File: config.mk
export PLATFORM = sky130hd
export DESIGN_NAME = key_debounce_long_press_top
export DESIGN_NICKNAME = d
export VERILOG_FILES = /design/src/rtl/core/kdlp_pkg.sv /design/src/rtl/core/key_debounce_long_press_top.sv
export SDC_FILE = /design/constraint.sdc
export NUM_CORES = 1
export LEC_CHECK = 0
export BUFFER_PORTS_ARGS = -buffer_cell sky130_fd_sc_hd__buf_2
export CORE_ASPECT_RATIO = 0.75
export CORE_MARGIN = 2
export CORE_UTILIZATION = 40
export CTS_BUF_LIST = sky130_fd_sc_hd__clkbuf_4
export DETAILED_ROUTE_END_ITERATION = 10
export PLACE_DENSITY = 0.56
export SETUP_SLACK_MARGIN = 0.4
export SYNTH_ARGS = -nofsm -noshare
export SYNTH_HDL_FRONTEND = slang
export SYNTH_SLANG_ARGS = --single-unit
File: constraint.sdc
create_clock -name clk -period 5.3 [get_ports clk]
set_clock_uncertainty 0.2 [all_clocks]
set_input_delay 0.795 -clock clk [delete_from_list [all_inputs] [get_ports clk]]
set_output_delay 0.795 -clock clk [all_outputs]
set_load 0.01 [all_outputs]
File: src/rtl/core/kdlp_pkg.sv
// ----------------------------------------------------------------------------
// kdlp_pkg
// Shared constants and types for the key debounce / long-press block.
// ----------------------------------------------------------------------------
package kdlp_pkg;

    localparam int CODE_BITS  = 8;
    localparam int CODE_W     = 8;
    localparam int CFG_IDX_W  = 2;
    localparam int CFG_DATA_W = 8;

    typedef logic [CODE_W-1:0]     code_t;
    typedef logic [CFG_IDX_W-1:0]  cfg_idx_t;
    typedef logic [CFG_DATA_W-1:0] cfg_data_t;
    typedef logic [1:0]            phase_t;

    // phase codes
    localparam phase_t PH_IDLE    = 2'd0;
    localparam phase_t PH_CONFIRM = 2'd1;
    localparam phase_t PH_HELD    = 2'd2;

    // register indexes
    localparam cfg_idx_t REG_DEBOUNCE   = 2'd0;
    localparam cfg_idx_t REG_LONG_PRESS = 2'd1;
    localparam cfg_idx_t REG_LOCKOUT    = 2'd2;

    // reset values and offsets
    localparam code_t DEBOUNCE_RST   = 8'd3;
    localparam code_t LONG_PRESS_RST = 8'd100;
    localparam code_t LOCKOUT_RST    = 8'd20;
    localparam code_t LONG_OFFSET    = 8'd100;

    localparam code_t CODE_MASK = code_t'((1 << CODE_BITS) - 1);

endpackage

File: src/rtl/core/key_debounce_long_press_top.sv
// ----------------------------------------------------------------------------
// key_debounce_long_press_top
// Debounced key scanner with short and long press events.
// ----------------------------------------------------------------------------
// Usage:
//   Input channel (in_valid / in_stall / key_code): one request per sampled
//   tick, carrying the combined key code (0 = no key).
//   Output channel (out_valid / out_stall / event_*): exactly one result per
//   input request, in order. event_valid marks a real key event; event_code
//   and long_press are zero when no event is reported.
//   Config port (cfg_we / cfg_index / cfg_data): index 0 debounce_ticks,
//   1 long_press_ticks, 2 lockout_ticks; index 3 is ignored. Write only when
//   the block is idle (no request in flight).
// Path: an accepted request passes the input register, then the state update
//   lands in the result register.
// Throughput: one request per cycle while out_stall does not hold a full result
//   register; the phase / counter update is a single compare-and-decrement step.
// Reset: phase idle, latched code 0, counter 0, registers to 3 / 100 / 20,
//   both pipeline stages empty.
// Stall: when out_stall holds a full result register, the input register
//   keeps its request and in_stall rises; nothing is lost or repeated.
// ----------------------------------------------------------------------------
module key_debounce_long_press_top (
    input  logic               clk,
    input  logic               rst_n,
    input  logic               in_valid,
    output logic               in_stall,
    input  kdlp_pkg::code_t    key_code,
    output logic               out_valid,
    input  logic               out_stall,
    output logic               event_valid,
    output kdlp_pkg::code_t    event_code,
    output logic               long_press,
    input  logic               cfg_we,
    input  kdlp_pkg::cfg_idx_t cfg_index,
    input  kdlp_pkg::cfg_data_t cfg_data
);
    import kdlp_pkg::*;

    // configuration
    code_t  debounce_reg, long_press_ticks_reg, lockout_reg;

    // input stage
    logic   s1_valid_reg;
    code_t  s1_code_reg;

    // block state
    phase_t phase_reg, phase_next;
    code_t  held_code_reg, held_code_next;
    code_t  delay_count_reg, delay_count_next;

    // result register
    logic   out_valid_reg;
    logic   ev_valid_reg, ev_valid_next;
    code_t  ev_code_reg, ev_code_next;
    logic   ev_long_reg, ev_long_next;

    logic   advance;
    logic   in_accept;

    // stage 1 moves into the result register when the latter is free or drains
    assign advance   = s1_valid_reg && (!out_valid_reg || !out_stall);
    assign in_stall  = s1_valid_reg && !advance;
    assign in_accept = in_valid && !in_stall;

    // ---------------- configuration registers ----------------
    always_ff @(posedge clk or negedge rst_n)
    begin
        if (!rst_n)
        begin
            debounce_reg         <= DEBOUNCE_RST;
            long_press_ticks_reg <= LONG_PRESS_RST;
            lockout_reg          <= LOCKOUT_RST;
        end
        else if (cfg_we)
        begin
            case (cfg_index)
                REG_DEBOUNCE:   debounce_reg         <= cfg_data;
                REG_LONG_PRESS: long_press_ticks_reg <= cfg_data;
                REG_LOCKOUT:    lockout_reg          <= cfg_data;
                default:        ;
            endcase
        end
    end

    // ---------------- input register ----------------
    always_ff @(posedge clk or negedge rst_n)
    begin
        if (!rst_n)
            s1_valid_reg <= 1'b0;
        else if (in_accept)
            s1_valid_reg <= 1'b1;
        else if (advance)
            s1_valid_reg <= 1'b0;
    end

    always_ff @(posedge clk)
    begin
        if (in_accept)
            s1_code_reg <= key_code & CODE_MASK;
    end

    // ---------------- phase / counter update ----------------
    always_comb
    begin
        phase_next       = phase_reg;
        held_code_next   = held_code_reg;
        delay_count_next = delay_count_reg;
        ev_valid_next    = 1'b0;
        ev_code_next     = '0;
        ev_long_next     = 1'b0;
        case (phase_reg)
            PH_IDLE:
            begin
                held_code_next = s1_code_reg;
                if (s1_code_reg != '0)
                begin
                    // lockout must have drained below the threshold
                    if (delay_count_reg < debounce_reg)
                    begin
                        delay_count_next = debounce_reg;
                        phase_next       = PH_CONFIRM;
                    end
                end
                else if (delay_count_reg != '0)
                    delay_count_next = delay_count_reg - 1'b1;
            end
            PH_CONFIRM:
            begin
                if (delay_count_reg != '0)
                    delay_count_next = delay_count_reg - 1'b1;
                else if (held_code_reg == s1_code_reg)
                begin
                    phase_next       = PH_HELD;
                    delay_count_next = long_press_ticks_reg;
                end
                else
                    phase_next = PH_IDLE;
            end
            PH_HELD:
            begin
                if (s1_code_reg == '0)
                begin
                    // short press on release
                    phase_next       = PH_IDLE;
                    delay_count_next = '0;
                    ev_valid_next    = 1'b1;
                    ev_code_next     = held_code_reg;
                end
                else if (delay_count_reg != '0)
                    delay_count_next = delay_count_reg - 1'b1;
                else
                begin
                    // long press: offset code wraps, lockout armed
                    delay_count_next = lockout_reg;
                    phase_next       = PH_IDLE;
                    held_code_next   = held_code_reg + LONG_OFFSET;
                    ev_valid_next    = 1'b1;
                    ev_code_next     = held_code_reg + LONG_OFFSET;
                    ev_long_next     = 1'b1;
                end
            end
            default:
                phase_next = PH_IDLE;
        endcase
    end

    always_ff @(posedge clk or negedge rst_n)
    begin
        if (!rst_n)
        begin
            phase_reg       <= PH_IDLE;
            held_code_reg   <= '0;
            delay_count_reg <= '0;
        end
        else if (advance)
        begin
            phase_reg       <= phase_next;
            held_code_reg   <= held_code_next;
            delay_count_reg <= delay_count_next;
        end
    end

    // ---------------- result register ----------------
    always_ff @(posedge clk or negedge rst_n)
    begin
        if (!rst_n)
            out_valid_reg <= 1'b0;
        else if (advance)
            out_valid_reg <= 1'b1;
        else if (!out_stall)
            out_valid_reg <= 1'b0;
    end

    always_ff @(posedge clk)
    begin
        if (advance)
        begin
            ev_valid_reg <= ev_valid_next;
            ev_code_reg  <= ev_code_next;
            ev_long_reg  <= ev_long_next;
        end
    end

    assign out_valid   = out_valid_reg;
    assign event_valid = ev_valid_reg;
    assign event_code  = ev_code_reg;
    assign long_press  = ev_long_reg;

    // ---------------- assertions ----------------
    a_long_is_event: assert property (@(posedge clk) disable iff (!rst_n)
        (out_valid && long_press) |-> event_valid)
        else $error("long press without event");

    a_no_event_zero: assert property (@(posedge clk) disable iff (!rst_n)
        (out_valid && !event_valid) |-> (event_code == '0 && !long_press))
        else $error("payload not cleared on non-event");

    a_lockout_load: assert property (@(posedge clk) disable iff (!rst_n)
        (advance && ev_long_next) |=>
            (delay_count_reg == $past(lockout_reg) && phase_reg == PH_IDLE))
        else $error("lockout not armed after long press");

    a_stall_holds: assert property (@(posedge clk) disable iff (!rst_n)
        in_stall |=> (s1_valid_reg && $stable(s1_code_reg)))
        else $error("input register lost a request");

    a_state_frozen: assert property (@(posedge clk) disable iff (!rst_n)
        !advance |=> ($stable(phase_reg) && $stable(delay_count_reg)))
        else $error("state moved without a request");

endmodule
==> summary.txt, run 1 <==
Status
  • Outcome: finished clean

Place
  • Dpl cells: 434
  • Gpl congestion: 0.863
  • HPWL after DPL: 5480 µm
  • Setup WS pre-CTS: 2.37 ns
  • Port buffer count: 34

Synthesis
  • Yosys warnings: 0
  • Syn nets: approximately 340
  • Avg Inst Size Synth: approximately 11 µm²
  • Synth Area in Simple Gates: 15.6%
  • EDFF count, synth: 18
  • Mapped Cells: 301
  • Largest area contributor in the netlist: dfrtp_1
  • Yosys reg bits: 62
  • Yosys top cell area share: between 20% and 30%
  • Synth area leaders: dfrtp_1 (28%), edfxtp_1 (16%), mux2_2 (6.5%)
  • Top_reg_cell synth: dfrtp_1
  • Most common cell in the synthesized netlist: dfrtp_1
  • Post-Syn Area: 3310 µm²
  • XOR/XNOR share of the synthesized area: ~2.6%
  • Yosys cell types: 57
  • Mux share of post-synthesis cell area: 7.52%
  • Largest family of logic cells by synthesized area: simple AND/OR/NAND/NOR gates
  • Synth Area in Compound Gates: 15.6%
  • Synth Area in Adders: 5.67%
  • Sequential area share after synthesis: 49.9%
  • Async S/R FF share, synth: a little under three quarters
  • Synth cell count leaders: dfrtp_1 (37), nand2_1 (29), nor2_1 (21), mux2_2 (19)

STA
  • Final TNS setup: 0 ns
  • Setup WS post-layout: 2.32 ns
  • Worst Max-Slew Pin Slew: 0.989 ns
  • Crit path time final: 2.98 ns
  • RSZ-0062 raised after global routing: no
  • Final setup fails: 0
  • Final Max Slew Viols: 0
  • Fmax: 335 MHz
  • Final Hold Vio Count: 0
  • Slew margin rel.: 34.0%
  • Period utilisation layout: approximately 56%

Floorplanning
  • Die height: 82.8 µm
  • Initial core utilization: 41.6%
  • I/O pin count: 35
  • CORE AREA: just under 8000 µm²
  • Row cnt: 28
  • Die Area: 9020 µm²
  • Chip Width: 109 µm

GRT
  • Gr busiest metal: met1
  • Met1 layer usage reported by global route: a little under 30%
  • Routing usage on met2: 23.9%
  • M3 GR Usage: 5.15%
  • Largest net degree at the start of global routing: 45
  • Global route overflow: 0
  • Vias in the first global route: approximately 2300
  • Tot GR Track Use: 18.6%
  • Initial antenna violation count: 0
  • First-pass GRT wire length: 12500 µm

Drt
  • WL per Instance: 16.4 µm
  • Detailed Routing Iterations Pass 1: 4
  • Total wire length: 7350 µm
  • Via/cell ratio: 5.40
  • Initial drt markers: 174
  • DR vias: 2425
  • Post-route DRC: 0
  • Antenna-violating nets left: 0

Clock tree
  • Post-CTS Setup Inserts: 0
  • CTS tree: yes
  • Num CTS Buffers: 9
  • H-Tree Depth: 3
  • Cts hold-fix bufs: 0
  • Root Driver: clkbuf_4
  • Clock slew at reported path FFs: 0.09 ns
  • Maximum buffer depth of the clock tree: 2
  • Clock sinks: 62
  • Skew-Pair Late Insertion Delay: 0.41 ns
  • Post-CTS sizing: 0

Final layout
  • Multi-input logic area: 1560 µm²
  • ANT cells: 0
  • Synth-to-layout area growth: 11.0%
  • Fillers: 766
  • Nets: 378
  • Register area: 1650 µm²
  • Post-Layout Cell Count: 449
  • Share of cells above drive strength 1: 25.9%

Power
  • Total Power: around 0.0016 W
  • Pleak: 1.51 nW
  • Peak supply drop: between 0.0001 and 0.00015 V
  • PD cells: 445 nW/µm²

Setup path
  • WS Path Type: flip-flop to flip-flop
  • Crit start category: flip-flop
  • Kind of end point of the critical path: flip-flop
  • Max incr delay on CP: 0.61 ns
  • Crit Path Max Fanout: 8
  • Critical path arrival: 3.08 ns
  • Cell breakdown of the critical path: or4_4 > nor4b_4 > a31oi_1 > nor2_1 > mux2_2
  • Slowest cell on crit path: or4_4
  • Critical Path RT: ~5.4 ns

Flow run
  • Max cap viols: 0

Worst hold path
  • Hold Crit Class: flip-flop to flip-flop
==> layer usage <==
| metal | vias up | part of all wire (%) |
|---|---|---|
| met4 | 0 | 1.3 |
| met3 | 9 | 5.7 |
| met2 | 60 | 40 |
| li1 | 1197 | - |
| met5 | - | 0 |
| met1 | 1159 | 53 |
==> cell families (layout without fill, tap and decap cells) <==
group           Yosys count  after routing
mux                      22             22
fa+ha+maj                15             15
flops                    62             62
xor+xnor                 10             10
compound gates           72             72
simple gates             98             98
buf+inv                  22             65
==> cell type report <==
class	count	area share [%]
well taps	105	3.58
clock buffers	12	2.45
multi-input cells	217	42.3
inverters	15	1.53
clock inverters	3	0.375
repair buffers	35	4.83
flip-flops and latches	62	44.9
==> per-stage QoR <==
stage / hold slack (ns) / area (µm²) / util, %
final: 0.308 / 3670 / 46.2
after floorplan: 0.257 / 3310 / -
after global placement: 0.275 / 3570 / 44.9
after detailed placement: 0.285 / 3570 / 44.9
after global routing: 0.323 / 3670 / 46.2
after CTS: 0.309 / 3670 / 46.2
==> worst max-delay path: cells and delay by family (launching register included) <==
kind	cells	cell delay (ns)
simple gates	3	1.53
flops	1	0.47
mux	1	0.39
compound gates	1	0.29
==> layout by cell type (no fill, tap or decap), types with 9 or more instances in the layout <==
cell type   n
dfrtp_1    37
buf_2      34
nand2_1    29
nor2_1     21
mux2_2     19
o21ai_0    18
edfxtp_1   18
ha_1       15
inv_1      14
a21oi_1    12
clkbuf_4   12
xnor2_1     9
a22oi_1     9
==> power by group <==
part           leakage, nW  internal (W)  switching (W)
registers            0.695      0.000605       0.000130
logic                0.749      0.000292       0.000340
clock network       0.0646      0.000107       0.000162
total                 1.51       0.00100       0.000632
==> final timing paths <==
path / end / from / slack (ns) / cells after the start
max: held_code_reg[2]$_DFFE_PN0P_ / delay_count_reg[3]$_DFFE_PN0P_ / 2.32 / 5
min: out_valid$_DFFE_PN0P_ / s1_valid_reg$_DFFE_PN0P_ / 0.31 / 1
max reg2reg: held_code_reg[2]$_DFFE_PN0P_ / delay_count_reg[3]$_DFFE_PN0P_ / 2.32 / 5
min reg2reg: out_valid$_DFFE_PN0P_ / s1_valid_reg$_DFFE_PN0P_ / 0.31 / 1
max in group asynchronous: delay_count_reg[4]$_DFFE_PN0P_ / rst_n / 3.94 / 1
min in group asynchronous: delay_count_reg[6]$_DFFE_PN0P_ / rst_n / 0.35 / 1
Power figures use the tool's default switching activity.
==> run 2: changes to the inputs <==
PLACE_DENSITY = 0.58   (was 0.56)
clock period = 2.4 ns   (was 5.3 ns; I/O delays follow)
==> run 2 against run 1 <==
Against the previous run: clock power rose by 130%; largest cell class is now multi-input gates; cell area up 23%; critical endpoint is now delay_count_reg[4]$_DFFE_PN0P_; global-route usage rose by 1.4 points; the flow now finishes with violations (setup timing); setup slack got worse by 2.4 ns; final cell count is 15% higher; highest routed layer unchanged.
==> summary.txt, run 2 (same netlist as run 1, synthesis figures left out) <==
Setup path
  • Kind of end point of the critical path: flip-flop
  • Crit start category: flip-flop
  • Critical path arrival: 2.61 ns (-0.47 ns)
  • Worst reg2reg endpoint: delay_count_reg[4]$_DFFE_PN0P_
  • Worst reg2reg setup slack: -0.04 ns (-2.36 ns)
  • R2r startpoint: delay_count_reg[5]$_DFFE_PN0P_
  • Worst Setup SP: delay_count_reg[5]$_DFFE_PN0P_
  • Critical Path RT: 2.57 ns (-2.82 ns)
  • Crit Path Max Fanout: 8 (unchanged)
  • Reg2Reg Depth: 7 (+2)
  • Critical Path End: delay_count_reg[4]$_DFFE_PN0P_
  • WS Path Type: flip-flop to flip-flop

Drt
  • Initial drt markers: 145 (-17%)
  • Via/cell ratio: 5.23 (-3.2%)
  • DR vias: 2707 (+12%)
  • WL per Instance: 15.8 µm (-3.7%)
  • Total wire length: 8170 µm (+11%)
  • Antenna-violating nets left: 0 (unchanged)
  • Post-route DRC: 0 (unchanged)
  • Detailed Routing Iterations Pass 1: 4 (unchanged)

Floorplanning
  • CORE AREA: 7950 µm² (unchanged)
  • I/O pin count: 35 (unchanged)
  • Chip Width: 109 µm (unchanged)
  • Row cnt: 28 (unchanged)
  • Die height: 82.8 µm (unchanged)
  • Die Area: 9020 µm² (unchanged)
  • Initial core utilization: 41.6% (unchanged)

Clock tree
  • CTS tree: yes
  • Maximum buffer depth of the clock tree: 2 (unchanged)
  • Clock sinks: 62 (unchanged)
  • Num CTS Buffers: 9 (unchanged)
  • Root Driver: clkbuf_4
  • Skew-Pair Late Insertion Delay: 0.43 ns (+0.02 ns)
  • H-Tree Depth: 3 (unchanged)
  • Clock slew at reported path FFs: 0.09 ns (about the same)

Final layout
  • Synth-to-layout area growth: 36.0%
  • Most frequent cells in the layout: buf_4 (38), dfrtp_1 (37), buf_2 (34)
  • Register area: 1650 µm² (unchanged)
  • Share of cells above drive strength 1: 40.0% (+14 points)
  • Commonest non-fill, non-tap cell in the layout: buf_4
  • Design Area, Final: 4500 µm² (+23%)
  • ANT cells: 0 (unchanged)
  • Post-Layout Cell Count: 518 (+15%)
  • Nets: 446 (+18%)
  • Fillers: 688 (-10%)
  • Multi-input logic area: 1750 µm² (+13%)

GRT
  • Tot GR Track Use: 20.0% (+1.4 points)
  • Global route overflow: 0 (unchanged)
  • Largest net degree at the start of global routing: 25 (-44%)
  • First-pass GRT wire length: 13200 µm (+5.5%)
  • Initial antenna violation count: 0 (unchanged)
  • Vias in the first global route: 2552 (+9.0%)

Worst hold path
  • Hold Crit Class: input port to flip-flop
  • Worst hold stages: 4 (+3)

Status
  • Outcome: complete, but fails checks
  • Failing checks: setup timing

STA
  • Final TNS setup: -0.120 ns (-0.120 ns)
  • Worst Max-Slew Pin Slew: 0.581 ns (-0.408 ns)
  • Final Hold Vio Count: 0 (unchanged)
  • Fmax: 410 MHz (+22%)
  • Period utilisation layout: 102% (+45 points)
  • Slew margin rel.: 61.2% (+27 points)
  • Final setup fails: 6 (+6)
  • RSZ-0062 raised after global routing: yes
  • Crit path time final: 2.44 ns (-0.545 ns)
  • Setup WS post-layout: -0.0401 ns (-2.36 ns)
  • Final Max Slew Viols: 0 (unchanged)

Place
  • Port buffer count: 34 (unchanged)
  • Dpl cells: 473 (+9.0%)
  • Dpl cell area: 3920 µm² (+9.7%)
  • HPWL after DPL: 5870 µm (+7.2%)
  • Gpl congestion: 0.913 (+5.8%)

Power
  • Pleak: 1.89 nW (+25%)
  • Total Power: 0.00431 W (+160%)
  • Peak supply drop: 0.000432 V (+200%)
  • PD cells: 958 nW/µm² (+120%)

Flow run
  • Max cap viols: 0 (unchanged)
## run 2: cell types whose count changed in the layout (fill, tap and decap cells not counted), moves of 3 or more
cell / before / now
o21ai_1: 0 / 3
nor4_1: 4 / 0
nor3_2: 0 / 3
nor2_4: 0 / 3
buf_4: 1 / 38
nor2_1: 21 / 17
nor4_2: 0 / 4
o21ai_0: 18 / 13
a21oi_1: 12 / 9
buf_6: 0 / 10
dlygate4sd3_1: 0 / 19
nor3_1: 6 / 3
## run 2: area by class of cell
type / instances / share of cell area (%)
Tap cell: 105 / 2.92
Sequential cell: 62 / 36.7
Timing Repair Buffer: 103 / 17.7
Clock buffer: 13 / 2.17
Multi-Input combinational cell: 217 / 39.0
Clock inverter: 3 / 0.306
Inverter: 15 / 1.25
## run 2: worst min-delay path by stage
stage | start | endpoint | slack [ns]
final | cfg_index[1] | debounce_reg[1]$_DFFE_PN1P_ | 0.07
after floorplan | rst_n | debounce_reg[2]$_DFFE_PN0P_ | -0.14
after CTS | cfg_index[1] | debounce_reg[1]$_DFFE_PN1P_ | 0.05
after global routing | cfg_index[1] | debounce_reg[1]$_DFFE_PN1P_ | 0.08
after global placement | rst_n | out_valid$_DFFE_PN0P_ | 0.18
after detailed placement | rst_n | s1_valid_reg$_DFFE_PN0P_ | 0.19
## run 2: power by group
| part | internal [W] | switching [W] | leakage [nW] |
|---|---|---|---|
| clock | 0.000253 | 0.000363 | 0.0692 |
| combinational | 0.00109 | 0.00105 | 1.12 |
| sequential | 0.00134 | 0.000223 | 0.695 |
## run 2: timing repair
| item | CTS | global route |
|---|---|---|
| gates resized for setup | 33 | 10 |
| buffers inserted | 4 | 6 |
| endpoints found under the hold margin | 52 | 0 |
| endpoints found under the setup margin | 26 | 27 |
| pin swaps | 7 | 9 |
| hold buffers | 19 | 0 |
## run 2: per-layer routing
metal | global-route usage [%] | wire length [µm]
met1 | 29.6 | 4210
met2 | 27.1 | 3380
met3 | 6.71 | 472
met4 | 6.41 | 108
met5 | 0 | 0
## run 2: critical path, stage by stage (launching register included)
cell and delay [ns]:
dfrtp_1 0.38, or4_4 0.57, or4b_4 0.53, nor3_4 0.21
buf_12 0.15, a22oi_1 0.08, o211ai_1 0.10, a22o_1 0.16
## run 2: stage by stage
step,hold slack (ns),utilization [%],setup WS [ns]
2_1_floorplan,-0.136,-,-0.146
3_3_place_gp,0.183,49.3,-0.0189
3_5_place_dp,0.191,49.3,-0.0808
4_1_cts,0.0453,55.5,-0.0189
5_1_grt,0.0835,56.6,-0.113
6_report,0.0718,56.6,-0.0401
